===== config.mk =====
export PLATFORM = sky130hd
export DESIGN_NAME = dual_stack_shared_array_top
export DESIGN_NICKNAME = d
export VERILOG_FILES = /design/src/sv/dss_pkg.sv /design/src/sv/dss_ctrl.sv /design/src/sv/dss_datapath.sv /design/src/sv/dual_stack_shared_array_top.sv
export SDC_FILE = /design/constraint.sdc
export NUM_CORES = 2
export LEC_CHECK = 0
export ABC_AREA = 1
export BUFFER_PORTS_ARGS = -buffer_cell sky130_fd_sc_hd__buf_4
export CAP_MARGIN = 20
export CORE_MARGIN = 2
export CORE_UTILIZATION = 60
export DETAILED_ROUTE_END_ITERATION = 16
export PLACE_DENSITY = 0.83
export SKIP_CTS_REPAIR_TIMING = 1
export SYNTH_ARGS = -nofsm -noshare
export SYNTH_HDL_FRONTEND = slang
export SYNTH_SLANG_ARGS = --single-unit

===== constraint.sdc =====
create_clock -name aclk -period 4.45 [get_ports aclk]
set_input_delay 0.445 -clock aclk [delete_from_list [all_inputs] [get_ports aclk]]
set_output_delay 0.445 -clock aclk [all_outputs]
set_load 0.05 [all_outputs]

===== src/sv/dss_pkg.sv =====
package dss_pkg;

    // Operation codes carried in the mode field
    typedef enum logic [1:0] {
        MODE_INIT = 2'd0,
        MODE_PUSH = 2'd1,
        MODE_POP  = 2'd2,
        MODE_PEEK = 2'd3
    } mode_t;

    // Result status codes
    typedef enum logic [1:0] {
        STATUS_OK        = 2'd0,
        STATUS_OVERFLOW  = 2'd1,
        STATUS_UNDERFLOW = 2'd2,
        STATUS_EMPTY     = 2'd3
    } status_t;

    // Stack select
    localparam logic SIDE_LOWER = 1'b0;
    localparam logic SIDE_UPPER = 1'b1;

    // Controller states
    typedef enum logic {
        CTL_IDLE,
        CTL_RESP
    } ctl_state_t;

    // Controller to datapath commands
    typedef struct packed {
        logic load;     // execute the accepted operation
    } dss_cmd_t;

endpackage


===== src/sv/dss_ctrl.sv =====
module dss_ctrl
    import dss_pkg::*;
(
    input  logic     aclk,
    input  logic     aresetn,
    input  logic     s_valid,
    output logic     s_ready,
    output logic     m_valid,
    input  logic     m_ready,
    output dss_cmd_t cmd
);

    ctl_state_t state_reg;
    ctl_state_t state_next;

    always_ff @(posedge aclk) begin
        if (!aresetn) begin
            state_reg <= CTL_IDLE;
        end else begin
            state_reg <= state_next;
        end
    end

    always_comb begin
        state_next = state_reg;
        s_ready    = 1'b0;
        m_valid    = 1'b0;
        cmd.load   = 1'b0;
        unique case (state_reg)
            CTL_IDLE: begin
                s_ready  = 1'b1;
                cmd.load = s_valid;
                if (s_valid) begin
                    state_next = CTL_RESP;
                end
            end
            CTL_RESP: begin
                m_valid = 1'b1;
                if (m_ready) begin
                    state_next = CTL_IDLE;
                end
            end
            default: begin
                state_next = CTL_IDLE;
            end
        endcase
    end

endmodule


===== src/sv/dss_datapath.sv =====
module dss_datapath
    import dss_pkg::*;
#(
    parameter int DEPTH     = 64,
    parameter int WORD_BITS = 32
) (
    input  logic               aclk,
    input  logic               aresetn,
    input  dss_cmd_t           cmd,
    input  logic [1:0]         mode,
    input  logic               which_stack,
    input  logic signed [31:0] push_value,
    output logic [1:0]         status,
    output logic signed [31:0] top_value,
    output logic               is_empty,
    output logic               is_full
);

    localparam int CNT_W  = $clog2(DEPTH + 1);
    localparam int ADDR_W = (DEPTH > 1) ? $clog2(DEPTH) : 1;
    localparam int EXT_W  = (WORD_BITS > 32) ? WORD_BITS : 32;
    localparam logic [CNT_W:0] DEPTH_SUM = (CNT_W + 1)'(DEPTH);
    localparam logic [CNT_W-1:0] DEPTH_CNT = CNT_W'(DEPTH);
    localparam logic [CNT_W-1:0] ONE_CNT = CNT_W'(1);

    logic [WORD_BITS-1:0] mem [DEPTH];

    logic [CNT_W-1:0] lower_reg, lower_next;
    logic [CNT_W-1:0] upper_reg, upper_next;

    logic [1:0]           status_reg;
    logic                 empty_reg;
    logic                 full_reg;
    logic                 peek_ok_reg;
    logic [WORD_BITS-1:0] rd_data_reg;

    logic [CNT_W:0]       sum_now, sum_after;
    logic                 full_now;
    logic [CNT_W-1:0]     cnt_now, cnt_after;
    logic [1:0]           status_next;
    logic                 peek_ok;
    logic                 wr_en;
    logic [CNT_W-1:0]     wr_pos, rd_pos;
    logic [EXT_W-1:0]     push_ext, rd_ext;
    logic [WORD_BITS-1:0] wr_data;

    assign sum_now  = {1'b0, lower_reg} + {1'b0, upper_reg};
    assign full_now = (sum_now >= DEPTH_SUM);
    assign cnt_now  = (which_stack == SIDE_UPPER) ? upper_reg : lower_reg;

    always_comb begin
        lower_next  = lower_reg;
        upper_next  = upper_reg;
        status_next = STATUS_OK;
        peek_ok     = 1'b0;
        wr_en       = 1'b0;
        unique case (mode_t'(mode))
            MODE_INIT: begin
                lower_next = '0;
                upper_next = '0;
            end
            MODE_PUSH: begin
                if (full_now) begin
                    status_next = STATUS_OVERFLOW;
                end else begin
                    wr_en = 1'b1;
                    if (which_stack == SIDE_UPPER) begin
                        upper_next = upper_reg + ONE_CNT;
                    end else begin
                        lower_next = lower_reg + ONE_CNT;
                    end
                end
            end
            MODE_POP: begin
                if (cnt_now == '0) begin
                    status_next = STATUS_UNDERFLOW;
                end else if (which_stack == SIDE_UPPER) begin
                    upper_next = upper_reg - ONE_CNT;
                end else begin
                    lower_next = lower_reg - ONE_CNT;
                end
            end
            MODE_PEEK: begin
                if (cnt_now == '0) begin
                    status_next = STATUS_EMPTY;
                end else begin
                    peek_ok = 1'b1;
                end
            end
            default: begin
                status_next = STATUS_OK;
            end
        endcase
    end

    assign sum_after = {1'b0, lower_next} + {1'b0, upper_next};
    assign cnt_after = (which_stack == SIDE_UPPER) ? upper_next : lower_next;

    // Lower stack grows up from entry 0, upper stack down from the top entry
    assign wr_pos = (which_stack == SIDE_UPPER) ? (DEPTH_CNT - ONE_CNT - upper_reg)
                                                : lower_reg;
    assign rd_pos = (which_stack == SIDE_UPPER) ? (DEPTH_CNT - upper_reg)
                                                : (lower_reg - ONE_CNT);

    assign push_ext = EXT_W'($unsigned(push_value));
    assign wr_data  = push_ext[WORD_BITS-1:0];

    always_ff @(posedge aclk) begin
        if (!aresetn) begin
            lower_reg <= '0;
            upper_reg <= '0;
        end else if (cmd.load) begin
            lower_reg <= lower_next;
            upper_reg <= upper_next;
        end
    end

    // Result registers, payload only
    always_ff @(posedge aclk) begin
        if (cmd.load) begin
            status_reg  <= status_next;
            empty_reg   <= (cnt_after == '0);
            full_reg    <= (sum_after >= DEPTH_SUM);
            peek_ok_reg <= peek_ok;
        end
    end

    // Word store: one write port, one registered read port
    always_ff @(posedge aclk) begin
        if (cmd.load) begin
            if (wr_en) begin
                mem[wr_pos[ADDR_W-1:0]] <= wr_data;
            end
            rd_data_reg <= mem[rd_pos[ADDR_W-1:0]];
        end
    end

    assign rd_ext    = EXT_W'($signed(rd_data_reg));
    assign status    = status_reg;
    assign top_value = peek_ok_reg ? $signed(rd_ext[31:0]) : 32'sd0;
    assign is_empty  = empty_reg;
    assign is_full   = full_reg;

endmodule


===== src/sv/dual_stack_shared_array_top.sv =====
// Two stacks in one word store: lower stack grows up, upper stack grows down.
// The result is valid in the cycle after the input transfer.
// It takes no new item before the last result is taken; the controller holds s_ready
// low from the input transfer until the result transfer completes.
// Reset (aresetn low, synchronous): both stacks empty, no result pending;
// the word store is not cleared and needs no clearing pass.
module dual_stack_shared_array_top
    import dss_pkg::*;
#(
    parameter int DEPTH     = 64,
    parameter int WORD_BITS = 32
) (
    input  logic               aclk,
    input  logic               aresetn,
    // input channel
    input  logic               s_valid,
    output logic               s_ready,
    input  logic [1:0]         s_mode,
    input  logic               s_which_stack,
    input  logic signed [31:0] s_push_value,
    // result channel
    output logic               m_valid,
    input  logic               m_ready,
    output logic [1:0]         m_status,
    output logic signed [31:0] m_top_value,
    output logic               m_is_empty,
    output logic               m_is_full
);

    // Command from the controller: load fires on the input transfer, when
    // the datapath updates counts, writes/reads the store and latches the
    // result fields.
    dss_cmd_t cmd;

    // Controller: idle accepts, then holds the result until it is taken.
    dss_ctrl u_ctrl (
        .aclk    (aclk),
        .aresetn (aresetn),
        .s_valid (s_valid),
        .s_ready (s_ready),
        .m_valid (m_valid),
        .m_ready (m_ready),
        .cmd     (cmd)
    );

    // Datapath: stack counts, shared word store, result registers.
    // Input fields are sampled in the transfer cycle only, so no input
    // register is needed.
    dss_datapath #(
        .DEPTH     (DEPTH),
        .WORD_BITS (WORD_BITS)
    ) u_datapath (
        .aclk        (aclk),
        .aresetn     (aresetn),
        .cmd         (cmd),
        .mode        (s_mode),
        .which_stack (s_which_stack),
        .push_value  (s_push_value),
        .status      (m_status),
        .top_value   (m_top_value),
        .is_empty    (m_is_empty),
        .is_full     (m_is_full)
    );

endmodule


==> qor.csv <==
stage;metric;value;unit
status;status;completed;
timing;FMAX;241;MHz
timing;RSZ-0062 raised after global routing;no;
timing;Tmin final;4.15;ns
finish;Layout Area Growth over Synthesis;12.6;%
clocking;CTS Sinks;2100;
worst_setup_path;crit start category;flip-flop;
timing;final-report setup violation count;0;
pwr;worst vdd ir;0.557;mV
pwr;Comb pwr share;15.0;%
routing;antenna-violating nets left;0;
finish;area of the multi-input gates;20000;um2
pwr;Sw Pwr;12.4;mW
timing;worst-margin pin slew;1.00;ns
finish;Largest register FFs;2048;
place;post-DP HPWL;127000;um
routing;final WL;235000;um
grt;largest net degree at the start of global routing;128;
pwr;leak pwr;30.4;nW
yosys;Mapped Cells;6205;
floorplanning;Starting Density;60.2;%
worst_setup_path;reg2reg end;u_datapath.rd_data_reg[17];
finish;final net count;6315;
yosys;post-synth top area share;73.8;%
yosys;leading area contributor after synthesis;edfxtp_1;
clocking;Clock Pin Slew Worst Setup and Hold Paths;0.06;ns
finish;Post-Layout Cell Count;8319;
worst_setup_path;R2R Setup Slk;0.30;ns
pwr;Net Sw Frac;27.3;%
routing;first-iteration detailed-routing DRC count;9123;
routing;total number of vias;56654;
timing;Final period util;93.3;%
place;Port Buf Inserts;76;
worst_setup_path;reg2reg path depth;12;
routing;DRC;0;
clocking;Clock H-tree levels;4;
floorplanning;Core ar.;141000;um2
clocking;CTS tree;built;
floorplanning;Die Wd;380;um
yosys;Seq/Total Area, Yosys;74.1;%
yosys;Yosys cell types;39;
routing;Wirelength per Cell;28.2;um
place;placed cells;7943;
min_path;Worst Hold Launch;s_mode[1];
pwr;Final Power;45.5;mW
finish;Sequential Area;62900;um2
grt;initial antenna violation count;10;
yosys;syn_nets;6264;
finish;share of layout cells above drive strength 1;14.7;%
worst_setup_path;crit path cell chain;inv_1, ha_1, inv_1, o21ai_4, inv_8, buf_12, buf_12, o22ai_1, o211ai_1, nand3_1, nand3_1, nand2_1;
clocking;clk buf depth;3;
yosys;Synth Flop Type;edfxtp_1;
worst_setup_path;Worst EP required;5.00;ns
floorplanning;height of the chip;380;um
timing;Worst slew margin;33.1;%
yosys;syn_area_per_cell;13.7;um2
worst_setup_path;Worst EP arrival;4.71;ns
pwr;Pint;33.0;mW
pwr;Clk pwr share;36.5;%
pwr;Reg power frac;48.5;%
job;Max Cap Viol;0;
worst_setup_path;worst r2r src;u_datapath.lower_reg[1];
grt;number of global-route vias before repair;54577;
worst_setup_path;CP Class;reg2reg;
timing;sum of negative setup slack;0;ns
floorplanning;I/O pin cnt;77;
yosys;Ys Warns;0;
place;RD Place Congestion;0.910;
pwr;Power Dens Cells;476;nW/um2
routing;via/cell ratio;6.81;
worst_setup_path;Critical Path Max Stage Delay;0.63;ns
grt;first-pass GRT wire length;344000;um
clocking;root buf cell;clkbuf_16;
timing;Final Hold Slack;0.00377;ns
yosys;Async SR Flop Fraction;0;%
worst_setup_path;Worst Path Max Fanout;92;
clocking;number of CTS-inserted buffers;199;
timing;Final Slew Violations;0;
grt;GRT Util Overall;31.9;%
timing;Final Hold Fails;0;
worst_setup_path;CP Capture Type;flip-flop;
worst_setup_path;Worst Setup EP;u_datapath.rd_data_reg[17];
worst_setup_path;critical path launch point;u_datapath.lower_reg[1];
timing;Worst Skew;0.0438;ns
yosys;top post-synthesis cells by area;edfxtp_1 74%, o21ai_0 5.8%, o211ai_1 3.0%;
routing;first drt pass iteration count;8;
clocking;Skew-Pair Late Insertion Delay;0.86;ns
floorplanning;die area;144000;um2
min_path;Hold WC Path Type;in2reg;
finish;Fill cells;8795;
yosys;Yosys reg bits;2100;
worst_setup_path;Slowest-stage cell, CP;dfxtp_1;
yosys;Post-synth EDFFs;2085;
grt;Overflow after GRT;0;
floorplanning;Rows;138;
yosys;Cell Area, Synth;84900;um2
metrics by stage:
stage | instance area (um2) | utilization [%] | worst slack [ns]
2_1_floorplan | 84900 | - | 0.694
3_3_place_gp | 89200 | 63.3 | 0.557
3_5_place_dp | 89200 | 63.3 | 0.472
4_1_cts | 95500 | 67.8 | 0.440
5_1_grt | 95600 | 67.8 | 0.178
6_report | 95600 | 67.8 | 0.297
worst min-delay path by stage:
stage / slack (ns) / cells past startpoint / to
final: 0.004 / 3 / u_datapath.status[1]
after global routing: 0.002 / 3 / u_datapath.status[1]
after CTS: -0.15 / 2 / u_ctrl.state_reg
after detailed placement: 0.61 / 3 / u_ctrl.state_reg
after global placement: 0.59 / 3 / u_ctrl.state_reg
after floorplan: 0.54 / 0 / u_datapath.mem[0][0]
cells in the mapped netlist (2+ instances only):
| library cell | n |
|---|---|
| a21oi_1 | 25 |
| buf_1 | 25 |
| buf_2 | 135 |
| buf_4 | 24 |
| buf_6 | 9 |
| clkbuf_1 | 268 |
| clkbuf_2 | 7 |
| clkinv_1 | 3 |
| dfxtp_1 | 15 |
| edfxtp_1 | 2085 |
| fa_1 | 2 |
| ha_1 | 18 |
| inv_1 | 94 |
| inv_2 | 6 |
| nand2_1 | 248 |
| nand2_4 | 2 |
| nand3_1 | 255 |
| nand4_1 | 10 |
| nor2_1 | 615 |
| nor2_2 | 3 |
| o211ai_1 | 335 |
| o21a_1 | 2 |
| o21ai_0 | 976 |
| o21ai_1 | 39 |
| o21ai_2 | 2 |
| o221ai_1 | 218 |
| o22ai_1 | 256 |
| or2_0 | 49 |
| or2_1 | 198 |
| or2_2 | 267 |
| xor2_1 | 6 |
power by group through the flow:
stage	combinational (mW)	sequential, mW	clock (mW)
after CTS	6.58	22.0	16.6
final	6.82	22.0	16.6
after floorplan	3.81	22.4	0
after global routing	7.14	22.0	17.4
after detailed placement	6.48	22.4	0
after global placement	6.24	22.4	0
worst max-delay path, delay by kind of cell (launching register included):
| family | cells | cell delay [ns] |
|---|---|---|
| simple gates | 3 | 0.79 |
| compound gates | 3 | 0.61 |
| flops | 1 | 0.63 |
| buf+inv | 5 | 1.43 |
| fa+ha+maj | 1 | 0.32 |
logic make-up after synthesis:
kind of cell	share of synthesized area [%]
fa+ha+maj	0.313
compound gates	13.3
flops	74.1
simple gates	9.25
xor+xnor	0.0722
buf+inv	2.93
area by class of cell:
type	instances	share of cell area [%]
multi-input cells	3533	20.9
clock inverters	127	1.18
inverters	104	0.446
clock buffers	244	5.45
flip-flops and latches	2100	65.8
diodes	3	0.00785
well taps	1890	2.47
repair buffers	318	3.69
placed cells by master, fill, tap and decap left out, types with 3 or more instances in the layout:
cell type      n
o221ai_1     218
nand3_1      255
a21oi_1       25
clkinv_8       3
ha_1          18
xor2_1         6
inv_2          5
clkbuf_16    202
or2_0         49
clkinv_16      4
inv_1         92
o21ai_1       38
o21ai_0      975
or2_2        267
nand4_1       10
diode_2        3
o22ai_1      256
nor2_2         3
clkbuf_1      42
o211ai_1     335
nor2_4        64
nor2_1       551
inv_6          7
buf_12        89
buf_4        226
clkinv_2      38
or2_1        198
dfxtp_1       15
nand2_1      247
clkinvlp_4     6
edfxtp_1    2085
clkinv_1      57
o21ai_4        4
bufinv_16     15
layer usage:
layer	part of all wire, %	up-vias	wire length, um	track usage, %
li1	-	23755	-	-
met2	47	4583	109000	49.3
met3	14	801	31900	7.97
met1	34	27507	79600	41.7
met5	0.020	-	46	0
met4	5.9	8	13800	18.0
No activity file was read; power rests on OpenSTA's default activity.
